### src/positional_list_engine_assert.svh
// ----------------------------------------------------------------------------
// Assertion macros for the positional list engine
// Clocked on clk_i, disabled while rst_ni is low.
// ----------------------------------------------------------------------------
`ifndef POSITIONAL_LIST_ENGINE_ASSERT_SVH
`define POSITIONAL_LIST_ENGINE_ASSERT_SVH

// Same-cycle implication.
`define PLE_ASSERT_NOW(lbl, ante, cons, msg) \
  lbl: assert property (@(posedge clk_i) disable iff (!rst_ni) (ante) |-> (cons)) \
    else $error(msg);

// Next-cycle implication.
`define PLE_ASSERT_NEXT(lbl, ante, cons, msg) \
  lbl: assert property (@(posedge clk_i) disable iff (!rst_ni) (ante) |=> (cons)) \
    else $error(msg);

`endif

### src/ple_pkg.sv
// ----------------------------------------------------------------------------
// ple_pkg
// Shared sizes, codes and types of the positional list engine.
// ----------------------------------------------------------------------------
package ple_pkg;

  localparam int CAPACITY = 128;
  localparam int IDX_W    = $clog2(CAPACITY);
  localparam int CNT_W    = $clog2(CAPACITY + 1);
  // compare width for position against count
  localparam int CMP_W    = ((CNT_W > 8) ? CNT_W : 8) + 1;
  localparam int DATA_W   = 32;

  localparam logic [2:0] OP_INSERT = 3'd0;
  localparam logic [2:0] OP_DELETE = 3'd1;
  localparam logic [2:0] OP_GET    = 3'd2;
  localparam logic [2:0] OP_LOCATE = 3'd3;
  localparam logic [2:0] OP_CLEAR  = 3'd4;

  typedef enum logic [1:0] {
    ST_OK       = 2'd0,
    ST_BADPOS   = 2'd1,
    ST_FULL     = 2'd2,
    ST_NOTFOUND = 2'd3
  } status_e;

  typedef enum logic [1:0] {
    S_IDLE,
    S_SWEEP,
    S_FINISH
  } state_e;

  // broadcast to every cell
  typedef struct packed {
    logic              ins_en;
    logic              del_en;
    logic              seek_pos;
    logic              seek_val;
    logic [IDX_W-1:0]  idx;
    logic [DATA_W-1:0] value;
    logic [CNT_W-1:0]  count;
  } cmd_t;

  // search token handed from cell to cell
  typedef struct packed {
    logic              hit;
    logic [DATA_W-1:0] data;
    logic [IDX_W-1:0]  where;
  } probe_t;

endpackage

### src/ple_cell.sv
// ----------------------------------------------------------------------------
// ple_cell
// One list slot: holds an entry, shifts with its neighbors, passes the probe.
// ----------------------------------------------------------------------------
module ple_cell (
  input  logic                        clk_i,
  input  logic                        rst_ni,
  input  ple_pkg::cmd_t               cmd_i,
  input  logic [ple_pkg::IDX_W-1:0]   my_idx_i,
  input  logic [ple_pkg::DATA_W-1:0]  left_entry_i,
  input  logic [ple_pkg::DATA_W-1:0]  right_entry_i,
  input  ple_pkg::probe_t             probe_i,
  output logic [ple_pkg::DATA_W-1:0]  entry_o,
  output ple_pkg::probe_t             probe_o
);

  logic [ple_pkg::DATA_W-1:0] entry_q, entry_d;
  ple_pkg::probe_t            probe_q, probe_d;
  logic                       here, above, in_list, match;

  assign here    = (my_idx_i == cmd_i.idx);
  assign above   = (my_idx_i > cmd_i.idx);
  assign in_list = (ple_pkg::CNT_W'(my_idx_i) < cmd_i.count);
  assign match   = (cmd_i.seek_pos && here) ||
                   (cmd_i.seek_val && in_list && (entry_q == cmd_i.value));

  always_comb begin
    entry_d = entry_q;
    if (cmd_i.ins_en) begin
      if (above) begin
        entry_d = left_entry_i;
      end else if (here) begin
        entry_d = cmd_i.value;
      end
    end else if (cmd_i.del_en && (above || here)) begin
      entry_d = right_entry_i;
    end
  end

  // first hit along the chain wins
  always_comb begin
    probe_d = probe_i;
    if (!probe_i.hit && match) begin
      probe_d.hit   = 1'b1;
      probe_d.data  = entry_q;
      probe_d.where = my_idx_i;
    end
  end

  always_ff @(posedge clk_i) begin
    entry_q <= entry_d;
  end

  always_ff @(posedge clk_i or negedge rst_ni) begin
    if (!rst_ni) begin
      probe_q <= '0;
    end else begin
      probe_q <= probe_d;
    end
  end

  assign entry_o = entry_q;
  assign probe_o = probe_q;

endmodule

### config.mk
export PLATFORM = sky130hd
export DESIGN_NAME = ple_cell
export DESIGN_NICKNAME = d
export VERILOG_FILES = /design/src/positional_list_engine_assert.svh /design/src/ple_pkg.sv /design/src/ple_cell.sv
export SDC_FILE = /design/constraint.sdc
export NUM_CORES = 1
export LEC_CHECK = 0
export BUFFER_PORTS_ARGS = -buffer_cell sky130_fd_sc_hd__buf_2
export CORE_MARGIN = 2
export CORE_UTILIZATION = 49
export CTS_BUF_LIST = sky130_fd_sc_hd__clkbuf_4 sky130_fd_sc_hd__clkbuf_8
export DETAILED_ROUTE_END_ITERATION = 7
export PLACE_DENSITY = 0.95
export SLEW_MARGIN = 5
export SYNTH_ARGS = -nofsm -noshare
export SYNTH_HDL_FRONTEND = slang
export SYNTH_SLANG_ARGS = --single-unit
### constraint.sdc
create_clock -name clk_i -period 4.1 [get_ports clk_i]
set_input_delay 1.23 -clock clk_i [delete_from_list [all_inputs] [get_ports clk_i]]
set_output_delay 1.23 -clock clk_i [all_outputs]
set_load 0.02 [all_outputs]
==> impl_summary.log <==
INFO  metric cell_internal_pwr = 1.354 mW
INFO  metric clock_power_share = 0.291
INFO  metric synth.yosys.seq_area_share = 0.4992
INFO  metric p_leak = 2.636 nW
INFO  metric die_x = 93.56 µm
INFO  metric routedWlPerCell = 18.23 µm
INFO  metric place_ws = 0.3524 ns
INFO  metric relSlewSlack = 0.2524
INFO  metric number_of_global_route_vias_before_repair = 3,926
INFO  metric result_of_the_run = finished clean
INFO  metric clock_tree.root_cell = sky130_fd_sc_hd__clkbuf_8
INFO  metric netlist_area = 3930 µm²
INFO  metric syn-instance-count = 361
INFO  metric vias = 3,871
INFO  metric syn_area_per_cell = 10.89 µm²
INFO  metric number_of_buffers_added_to_fix_hold_violations_after_cts = 0
INFO  metric route.detailed.vias_per_inst = 5.546
INFO  metric clk_path_buf_depth = 2
INFO  metric hold_path.class = reg2reg
INFO  metric cts_tree = done
INFO  metric cts.repair_timing.setup_buffer_count = 0
INFO  metric timing.critical_path.from_type = primary input
INFO  metric switching_share = 0.3207
INFO  metric die_height = 93.56 µm
INFO  metric comb_power_share = 0.257
INFO  metric grt_setup_unrepaired = false
INFO  metric cp_data_required_time = 4.32 ns
INFO  metric totalNegativeSetupSlack = 0 ns
INFO  metric share_seq_of_total_power = 0.452
INFO  metric path_max_fanout = 23
INFO  metric timing.setup.critical_path_class = in2reg
INFO  metric synth_cell_type_count = 35
INFO  metric finalClockSkew = 0.01242 ns
INFO  metric post_layout_worst_setup_margin = 0.6804 ns
INFO  metric antenna_found_initial = 1
INFO  metric globalRoute.totalOverflow = 0
INFO  metric cts_max_level = 3
INFO  metric yosys_register_bits = 72
INFO  metric fin_crit = 3.420 ns
INFO  metric p_sw = 0.6392 mW
INFO  metric start_util = 0.5060
INFO  metric inserted_clock_buffers = 9
INFO  metric layout.cells.most_common = sky130_fd_sc_hd__buf_2
INFO  metric timing.max_cap.violations = 0
INFO  metric synth_edf_count = 32
INFO  metric ys_async_sr_fraction = 0.5556
INFO  metric row_count = 32
INFO  metric top_library_cells_by_usage_in_the_layout_fill_and_taps_aside = sky130_fd_sc_hd__buf_2, sky130_fd_sc_hd__dfrtp_1, sky130_fd_sc_hd__nand3_1
INFO  metric drive_above_1_share = 0.5067
INFO  metric setup_viol = 0
INFO  metric dr.first_iter.drc_count = 242
INFO  metric worstSetupEndpointType = flip-flop
INFO  metric worst_slew_pin_slew = 1.119 ns
INFO  metric ant_nets = 0
INFO  metric cts.sink_count = 72
INFO  metric totalWireLength = 12.72 mm
INFO  metric post-dp-hpwl = 9.863 mm
INFO  metric final_nets = 768
INFO  metric ios = 236
INFO  metric peakVddDrop = 0.2118 mV
INFO  metric worst_hold_slack = 0.5640 ns
INFO  metric ys.warnings.count = 0
INFO  metric max_freq = 292.4 MHz
INFO  metric drc_errors = 0
INFO  metric layout-area-overhead-vs-synth = 37.85%
INFO  metric die_area = 8753 µm²
INFO  metric core_region_area = 7767 µm²
INFO  metric timing.final.hold_violations = 0
INFO  metric worstPathArrival = 3.64 ns
INFO  metric clk_pin_slew = 0.08 ns
INFO  metric synth.net_count = 538
INFO  metric num_antenna_cells = 0
INFO  metric layout_worst_path_cycle_share = 0.8341
INFO  metric grt_first_pass_wirelength = 19.07 mm
INFO  metric timing_max_transition_violations_final = 0
INFO  metric worst_skew_pair.late_latency = 0.34 ns
INFO  metric grt_usage = 0.2848
INFO  metric buffer_ports.inserted = 235
INFO  metric powerDensity = 367.9 nW/µm²
INFO  metric detail_route.first_pass.iterations = 5
INFO  metric layout.filler_cells = 594
INFO  metric main_synth_ff_type = sky130_fd_sc_hd__dfrtp_1
INFO  metric largest_net_degree_at_the_start_of_global_routing = 65
INFO  metric globalplace.congestion = 0.7912
INFO  metric cts-resized-gates = 0
==> final timing paths <==
path                                  from          end  slack [ns]  cells past startpoint
min in group asynchronous           rst_ni   probe_o[9]        1.02                      1
worst max register to register  entry_o[5]  probe_o[32]        1.31                      7
worst min register to register  entry_o[1]   probe_o[8]        0.56                      1
worst max-delay path              cmd_i[5]  probe_o[32]        0.68                      9
worst min-delay path            entry_o[1]   probe_o[8]        0.56                      1
max in group asynchronous           rst_ni  probe_o[39]        2.49                      1
==> per-stage QoR <==
stage | total power [mW] | area, µm² | cells | utilization
finish | 1.993 | 5418 | 698 | 0.6975
global route | 2.074 | 5418 | 698 | 0.6975
CTS | 1.998 | 5418 | 698 | 0.6975
detailed placement | 1.425 | 5216 | 682 | 0.6716
global placement | 1.404 | 5216 | 682 | 0.6716
floorplan | 1.180 | 3934 | 361 | -
==> power by group through the flow <==
stage / logic [mW] / registers (mW) / clock network, mW
6_report: 0.512 / 0.901 / 0.581
4_1_cts: 0.511 / 0.901 / 0.586
5_1_grt: 0.549 / 0.910 / 0.615
3_5_place_dp: 0.509 / 0.915 / 0
3_3_place_gp: 0.492 / 0.911 / 0
2_1_floorplan: 0.181 / 0.998 / 0
==> flip-flops by register name, indices dropped and copies added, names as in the netlist <==
register / flops
probe_o: 40
entry_o: 32
==> area by class of cell <==
cell class	count	area [µm²]	share of cell area
inverter	15	56.30	0.01039
sequential	72	1962	0.3621
multi-input combinational	250	1822	0.3363
clock inverter	5	56.30	0.01039
timing repair buffer	243	1249	0.2305
clock buffer	11	145.1	0.02679
tap	102	127.6	0.02356
==> worst max-delay path, cell delays in order <==
cell and delay [ns]:
sky130_fd_sc_hd__buf_2 0.08, sky130_fd_sc_hd__inv_1 0.03, sky130_fd_sc_hd__ha_1 0.29, sky130_fd_sc_hd__and3_1 0.22, sky130_fd_sc_hd__a2111oi_2 0.43, sky130_fd_sc_hd__nand3_1 0.14
sky130_fd_sc_hd__o41a_2 0.62, sky130_fd_sc_hd__buf_12 0.26, sky130_fd_sc_hd__mux2_4 0.31
==> cell families after synthesis <==
| kind of cell | synth area share |
|---|---|
| and+or+nand+nor | 0.1073 |
| AOI/OAI and AO/OA | 0.1191 |
| DFF | 0.4992 |
| buffers and inverters | 0.04043 |
| muxes | 0.1213 |
| xor gates and xnor gates | 0.07132 |
| adders and majority gates | 0.04139 |
==> synthesized netlist by cell type, types with 2 or more instances <==
library cell                n  area share
sky130_fd_sc_hd__nand2_1    3      0.0029
sky130_fd_sc_hd__edfxtp_1  32        0.24
sky130_fd_sc_hd__ha_1      13       0.041
sky130_fd_sc_hd__a31oi_1   33       0.053
sky130_fd_sc_hd__nand4_1    2      0.0032
sky130_fd_sc_hd__a21oi_1    2      0.0025
sky130_fd_sc_hd__nand3_1   35       0.045
sky130_fd_sc_hd__xor2_1    26       0.058
sky130_fd_sc_hd__inv_1     15       0.014
sky130_fd_sc_hd__dfrtp_1   40        0.25
sky130_fd_sc_hd__and3_1     4      0.0064
sky130_fd_sc_hd__o21ai_0   34       0.043
sky130_fd_sc_hd__xnor2_1    6       0.013
sky130_fd_sc_hd__nor2_1    33       0.032
sky130_fd_sc_hd__mux2_4    10       0.038
sky130_fd_sc_hd__clkbuf_1  21       0.020
sky130_fd_sc_hd__nor4_1     6      0.0096
sky130_fd_sc_hd__mux2_2    29       0.083
==> metal layers <==
layer	global-route usage	wire [µm]	vias to the layer above
met5	0	0	-
li1	-	-	1773
met2	0.5216	6607	254
met1	0.3214	4568	1819
met3	0.06446	1228	25
met4	0.1075	317	0
No activity file was read; power rests on OpenSTA's default activity.
