**src/positional_list_engine_assert.svh**
```systemverilog
// ----------------------------------------------------------------------------
// Assertion macros for the positional list engine
// Clocked on clk_i, disabled while rst_ni is low.
// ----------------------------------------------------------------------------
`ifndef POSITIONAL_LIST_ENGINE_ASSERT_SVH
`define POSITIONAL_LIST_ENGINE_ASSERT_SVH

// Same-cycle implication.
`define PLE_ASSERT_NOW(lbl, ante, cons, msg) \
  lbl: assert property (@(posedge clk_i) disable iff (!rst_ni) (ante) |-> (cons)) \
    else $error(msg);

// Next-cycle implication.
`define PLE_ASSERT_NEXT(lbl, ante, cons, msg) \
  lbl: assert property (@(posedge clk_i) disable iff (!rst_ni) (ante) |=> (cons)) \
    else $error(msg);

`endif

```
**src/ple_pkg.sv**
```systemverilog
// ----------------------------------------------------------------------------
// ple_pkg
// Shared sizes, codes and types of the positional list engine.
// ----------------------------------------------------------------------------
package ple_pkg;

  localparam int CAPACITY = 128;
  localparam int IDX_W    = $clog2(CAPACITY);
  localparam int CNT_W    = $clog2(CAPACITY + 1);
  // compare width for position against count
  localparam int CMP_W    = ((CNT_W > 8) ? CNT_W : 8) + 1;
  localparam int DATA_W   = 32;

  localparam logic [2:0] OP_INSERT = 3'd0;
  localparam logic [2:0] OP_DELETE = 3'd1;
  localparam logic [2:0] OP_GET    = 3'd2;
  localparam logic [2:0] OP_LOCATE = 3'd3;
  localparam logic [2:0] OP_CLEAR  = 3'd4;

  typedef enum logic [1:0] {
    ST_OK       = 2'd0,
    ST_BADPOS   = 2'd1,
    ST_FULL     = 2'd2,
    ST_NOTFOUND = 2'd3
  } status_e;

  typedef enum logic [1:0] {
    S_IDLE,
    S_SWEEP,
    S_FINISH
  } state_e;

  // broadcast to every cell
  typedef struct packed {
    logic              ins_en;
    logic              del_en;
    logic              seek_pos;
    logic              seek_val;
    logic [IDX_W-1:0]  idx;
    logic [DATA_W-1:0] value;
    logic [CNT_W-1:0]  count;
  } cmd_t;

  // search token handed from cell to cell
  typedef struct packed {
    logic              hit;
    logic [DATA_W-1:0] data;
    logic [IDX_W-1:0]  where;
  } probe_t;

endpackage

```
**src/ple_ctrl.sv**
```systemverilog
// ----------------------------------------------------------------------------
// ple_ctrl
// Request sequencer: checks positions, times the probe sweep, commits shifts
// and length, and holds the result register.
// ----------------------------------------------------------------------------
module ple_ctrl (
  input  logic                        clk_i,
  input  logic                        rst_ni,
  input  logic                        in_valid_i,
  output logic                        in_stall_o,
  input  logic [2:0]                  operation_i,
  input  logic [7:0]                  position_i,
  input  logic [31:0]                 value_i,
  output logic                        out_valid_o,
  input  logic                        out_stall_i,
  output logic [1:0]                  status_o,
  output logic [31:0]                 value_out_o,
  output logic [7:0]                  found_position_o,
  output logic [7:0]                  length_out_o,
  output logic                        is_empty_o,
  input  ple_pkg::probe_t             probe_last_i,
  output ple_pkg::cmd_t               cmd_o
);

  localparam int CW = ple_pkg::CMP_W;

  ple_pkg::state_e            state_q, state_d;
  logic [2:0]                 op_q;
  logic [ple_pkg::IDX_W-1:0]  idx_q;
  logic [31:0]                value_q;
  ple_pkg::status_e           status_q, status_acc;
  logic [ple_pkg::CNT_W-1:0]  count_q, count_d;
  logic [ple_pkg::IDX_W-1:0]  sweep_q;
  logic                       need_sweep;

  logic                       out_valid_q;
  logic [1:0]                 status_out_q;
  logic [31:0]                value_out_q;
  logic [7:0]                 found_q;
  logic [7:0]                 length_q;
  logic                       empty_q;

  logic                       accept, slot_free, commit, op_ok, sweep_last;
  logic                       pos_zero, ins_bad, rd_bad, full;
  logic [CW-1:0]              pos_w, cnt_w;

  assign pos_w    = CW'(position_i);
  assign cnt_w    = CW'(count_q);
  assign pos_zero = (position_i == 8'd0);
  assign ins_bad  = pos_zero || (pos_w > (cnt_w + CW'(1)));
  assign rd_bad   = pos_zero || (pos_w > cnt_w);
  assign full     = (count_q == ple_pkg::CNT_W'(ple_pkg::CAPACITY));

  always_comb begin
    status_acc = ple_pkg::ST_OK;
    need_sweep = 1'b0;
    unique case (operation_i)
      ple_pkg::OP_INSERT: begin
        if (ins_bad) begin
          status_acc = ple_pkg::ST_BADPOS;
        end else if (full) begin
          status_acc = ple_pkg::ST_FULL;
        end
      end
      ple_pkg::OP_DELETE, ple_pkg::OP_GET: begin
        if (rd_bad) begin
          status_acc = ple_pkg::ST_BADPOS;
        end else begin
          need_sweep = 1'b1;
        end
      end
      ple_pkg::OP_LOCATE: begin
        status_acc = ple_pkg::ST_NOTFOUND;
        need_sweep = 1'b1;
      end
      default: begin
      end
    endcase
  end

  assign slot_free  = !out_valid_q || !out_stall_i;
  assign sweep_last = (sweep_q == ple_pkg::IDX_W'(ple_pkg::CAPACITY - 1));
  assign op_ok      = (status_q == ple_pkg::ST_OK);

  // next state
  always_comb begin
    state_d = state_q;
    unique case (state_q)
      ple_pkg::S_IDLE: begin
        if (in_valid_i) begin
          state_d = need_sweep ? ple_pkg::S_SWEEP : ple_pkg::S_FINISH;
        end
      end
      ple_pkg::S_SWEEP: begin
        if (sweep_last) begin
          state_d = ple_pkg::S_FINISH;
        end
      end
      ple_pkg::S_FINISH: begin
        if (slot_free) begin
          state_d = ple_pkg::S_IDLE;
        end
      end
      default: state_d = ple_pkg::S_IDLE;
    endcase
  end

  // state outputs
  always_comb begin
    accept     = 1'b0;
    commit     = 1'b0;
    in_stall_o = 1'b1;
    unique case (state_q)
      ple_pkg::S_IDLE: begin
        in_stall_o = 1'b0;
        accept     = in_valid_i;
      end
      ple_pkg::S_SWEEP: begin
      end
      ple_pkg::S_FINISH: begin
        commit = slot_free;
      end
      default: begin
      end
    endcase
  end

  always_comb begin
    count_d = count_q;
    if (commit && op_ok) begin
      unique case (op_q)
        ple_pkg::OP_INSERT: count_d = count_q + ple_pkg::CNT_W'(1);
        ple_pkg::OP_DELETE: count_d = count_q - ple_pkg::CNT_W'(1);
        ple_pkg::OP_CLEAR:  count_d = '0;
        default:            count_d = count_q;
      endcase
    end
  end

  always_comb begin
    cmd_o          = '0;
    cmd_o.ins_en   = commit && op_ok && (op_q == ple_pkg::OP_INSERT);
    cmd_o.del_en   = commit && op_ok && (op_q == ple_pkg::OP_DELETE);
    cmd_o.seek_pos = (op_q == ple_pkg::OP_DELETE) || (op_q == ple_pkg::OP_GET);
    cmd_o.seek_val = (op_q == ple_pkg::OP_LOCATE);
    cmd_o.idx      = idx_q;
    cmd_o.value    = value_q;
    cmd_o.count    = count_q;
  end

  always_ff @(posedge clk_i or negedge rst_ni) begin
    if (!rst_ni) begin
      state_q     <= ple_pkg::S_IDLE;
      count_q     <= '0;
      sweep_q     <= '0;
      out_valid_q <= 1'b0;
    end else begin
      state_q <= state_d;
      count_q <= count_d;
      if (accept) begin
        sweep_q <= '0;
      end else if (state_q == ple_pkg::S_SWEEP) begin
        sweep_q <= sweep_q + ple_pkg::IDX_W'(1);
      end
      if (commit) begin
        out_valid_q <= 1'b1;
      end else if (!out_stall_i) begin
        out_valid_q <= 1'b0;
      end
    end
  end

  // request and result payload
  always_ff @(posedge clk_i) begin
    if (accept) begin
      op_q     <= operation_i;
      idx_q    <= ple_pkg::IDX_W'(pos_w - CW'(1));
      value_q  <= value_i;
      status_q <= status_acc;
    end
    if (commit) begin
      status_out_q <= status_q;
      value_out_q  <= '0;
      found_q      <= '0;
      if (op_q == ple_pkg::OP_LOCATE) begin
        status_out_q <= probe_last_i.hit ? ple_pkg::ST_OK : ple_pkg::ST_NOTFOUND;
        if (probe_last_i.hit) begin
          found_q <= 8'(CW'(probe_last_i.where) + CW'(1));
        end
      end
      if (op_ok && ((op_q == ple_pkg::OP_GET) || (op_q == ple_pkg::OP_DELETE))) begin
        value_out_q <= probe_last_i.data;
      end
      length_q <= 8'(count_d);
      empty_q  <= (count_d == '0);
    end
  end

  assign out_valid_o      = out_valid_q;
  assign status_o         = status_out_q;
  assign value_out_o      = value_out_q;
  assign found_position_o = found_q;
  assign length_out_o     = length_q;
  assign is_empty_o       = empty_q;

endmodule
```
**config.mk**
```make
export PLATFORM = sky130hd
export DESIGN_NAME = ple_ctrl
export DESIGN_NICKNAME = d
export VERILOG_FILES = /design/src/positional_list_engine_assert.svh /design/src/ple_pkg.sv /design/src/ple_ctrl.sv
export SDC_FILE = /design/constraint.sdc
export NUM_CORES = 1
export LEC_CHECK = 0
export BUFFER_PORTS_ARGS = -buffer_cell sky130_fd_sc_hd__buf_2
export CORE_MARGIN = 2
export CORE_UTILIZATION = 40
export DETAILED_ROUTE_END_ITERATION = 12
export GPL_TIMING_DRIVEN = 0
export HOLD_SLACK_MARGIN = 0.15
export MAX_ROUTING_LAYER = met4
export PLACE_DENSITY = 0.67
export SYNTH_ARGS = -nofsm -noshare
export SYNTH_HDL_FRONTEND = slang
export SYNTH_SLANG_ARGS = --single-unit
export TNS_END_PERCENT = 5
```
**constraint.sdc**
```tcl
create_clock -name clk_i -period 7.8 [get_ports clk_i]
set_clock_uncertainty 0.05 [all_clocks]
set_input_delay 0.78 -clock clk_i [delete_from_list [all_inputs] [get_ports clk_i]]
set_output_delay 0.78 -clock clk_i [all_outputs]
set_load 0.05 [all_outputs]
```
==> flow_summary.json <==
{
  "placed_area_sq_um": 6379,
  "final_layout_size_suffix_gt1_share_pct": 38.61,
  "place_congestion": 0.8439,
  "drc": 0,
  "yosysWarnings": 0,
  "power.leakage_nw": 3.007,
  "grt_pass1_vias": 3630,
  "max_stage_delay_ns": 0.59,
  "cp_cell_sequence": "nor3b_2 > ha_1 > a211oi_1 > o21bai_1 > a21oi_1 > xor2_1 > o21ai_0 > nor4_2",
  "root_buffer": "clkbuf_16",
  "slowest_stage": "nor3b_2",
  "cts_hold_buf": 0,
  "antennaDiodeCount": 0,
  "yosys_most_used_dff": "edfxtp_1",
  "max-cap-violations": 0,
  "r2r_cells": 8,
  "nFillCells": 1065,
  "max_slew.worst_pin.slew_ns": 0.8160,
  "ff_latch_area_sq_um": 3303,
  "synthTopCellsByArea": "edfxtp_1 (55%), dfrtp_1 (8.8%), ha_1 (6.8%)",
  "r2r-end": "is_empty_o",
  "worstReg2RegStart": "op_q[2]",
  "fin_cells": 778,
  "synth_area_sq_um": 5146,
  "final.period_utilization_pct": 38.82,
  "design_area_sq_um": 6970,
  "cts_tree": "built",
  "cts_buffers": 17,
  "grt_antenna_before_repair": 0,
  "hold_class": "in2async",
  "dp.cells": 746,
  "postCtsSetupBuffers": 0,
  "rows": 41,
  "critPathCapture": "is_empty_o",
  "cts_htree_levels": 4,
  "die_x_um": 117.4,
  "antenna_left": 0,
  "wire_per_inst_um": 15.07,
  "crit_path_start": "op_q[2]",
  "slew_headroom_pct": 45.47,
  "synth_nets": 498,
  "core_region_area_sq_um": 12570,
  "worst-path-max-fanout": 8,
  "end_kind": "flop",
  "gr-total-overflow": 0,
  "wl_um": 11730,
  "ys_ff_latch": 113,
  "portBuffers": 190,
  "final-setup-viol-count": 0,
  "power.density_nw_per_um2": 394.5,
  "cp_data_arrival_time_ns": 3.10,
  "fin_tns_setup_ns": 0,
  "clockBufferDepth": 2,
  "start_util_pct": 40.95,
  "vias": 3769,
  "synth-edff-count": 95,
  "irDropWorstVdd_v": 0.0001671,
  "drt_iter0_markers": 351,
  "period_minus_slack_ns": 3.028,
  "cpLargestDelayFamily": "compound AO/OA/AOI/OAI gates",
  "layout.nets": 709,
  "clock_latency_ns": 0.39,
  "place_hpwl_um": 8936,
  "syn_inst": 382,
  "pin_count": 191,
  "cp.required_ns": 7.88,
  "seq_area_frac_synth_pct": 64.19,
  "grt_pass1_wl_um": 18580,
  "yosysTopAreaCell": "edfxtp_1",
  "die_h_um": 117.4,
  "synth_top_area_share_pct": 55.43,
  "grt_use_total_pct": 17.63,
  "area_delta_synth_final_pct": 35.45,
  "vias_per_cell": 4.844,
  "fmax_mhz": 330.2,
  "yosysUniqueCellTypes": 53,
  "fin_util_pct": 55.46,
  "crit_buf_inv": 0,
  "async_flop_share_pct": 15.93,
  "rrSetupSlack_ns": 4.77,
  "rsz0062_at_grt": "no",
  "first_pass_iters": 6,
  "avgSynthCellArea_sq_um": 13.47,
  "critical_path_class": "reg2reg",
  "multi_input_area_sq_um": 1762,
  "clkSinkCount": 113,
  "hold_viol": 0,
  "cts.clk_slew.worst_paths_ns": 0.06,
  "slew_violations": 0,
  "cts_resized": 0,
  "grt_max_degree": 31,
  "fp.dieArea_sq_um": 13790,
  "cp-start-kind": "flop",
  "final_cell_mix": "buf_2 (190), edfxtp_1 (95), and2_1 (33)",
  "crit_cells": 8,
  "status": "finished, final reports clean",
  "final_common_cell": "buf_2"
}
cells in the mapped netlist (7+ instances only):
library cell,n
and2_1,33
a22o_1,7
nor2_1,21
a21oi_1,9
o21ai_0,13
edfxtp_1,95
nand2_1,22
ha_1,28
xor2_1,8
xnor2_1,15
dfrtp_1,18
inv_1,17
nor3_1,7
nand3_1,15
worst min path at each step:
| stage | end | slack (ns) | cells past startpoint |
|---|---|---|---|
| floorplan | count_q[0] | 0.43 | 0 |
| finish | sweep_q[5] | 0.27 | 1 |
| CTS | sweep_q[5] | 0.27 | 1 |
| detailed placement | sweep_q[1] | 0.47 | 1 |
| global route | sweep_q[4] | 0.28 | 1 |
| global placement | sweep_q[0] | 0.46 | 1 |
final cells by class:
type	count	share of cell area, %
plain buffers	7	0.5206
clock buffers	17	6.103
clock inverters	15	2.387
inverters	17	0.9155
multi-input cells	245	25.27
flip-flops and latches	113	47.39
well taps	172	3.087
repair buffers	192	14.32
where the power goes:
part / total (W) / internal (W) / switching (W)
Clock: 0.000758 / 0.000498 / 0.000260
Combinational: 0.00105 / 0.000264 / 0.000790
Sequential: 0.000938 / 0.000852 / 0.0000856
Total: 0.00275 / 0.00161 / 0.00114
worst reg2reg max path, stage by stage, from the launching register on:
cell and delay (ns):
edfxtp_1 0.50, nor3b_2 0.59, ha_1 0.40, a211oi_1 0.36
o21bai_1 0.14, a21oi_1 0.21, xor2_1 0.08, o21ai_0 0.34
nor4_2 0.10
kinds of logic (layout without fill, tap and decap cells):
kind of cell / Yosys count / after routing / share of synthesized area, %
simple gates: 134 / 134 / 14.71
flops: 113 / 113 / 64.19
compound gates: 55 / 55 / 7.221
fa+ha+maj: 30 / 30 / 7.391
buf+inv: 24 / 248 / 1.945
xor+xnor: 23 / 23 / 3.915
mux: 3 / 3 / 0.6321
per-layer routing:
layer / vias to the layer above / GRT usage, % / share of wire (%)
met5: - / - / 0
met4: 0 / 7.304 / 1.8
met3: 13 / 5.399 / 6.9
met2: 152 / 28.14 / 50
met1: 1764 / 20.86 / 41
li1: 1840 / - / -
sequential cells by signal (all words and copies together) (netlist names):
register	flops
is_empty_o	1
length_out_o	8
value_q	32
count_q	8
out_valid_o	1
sweep_q	7
status_q	2
found_position_o	8
op_q	3
value_out_o	32
idx_q	7
state_q	2
status_o	2
through the flow:
| stage | total power [W] | setup WS, ns | hold WS [ns] |
|---|---|---|---|
| CTS | 0.002780 | 4.776 | 0.2703 |
| detailed placement | 0.002010 | 4.821 | 0.4704 |
| global route | 0.002887 | 4.498 | 0.2840 |
| finish | 0.002750 | 4.772 | 0.2739 |
| global placement | 0.001979 | 2.830 | 0.4601 |
| floorplan | 0.001733 | 3.983 | 0.4344 |
Power figures use the tool's default switching activity.
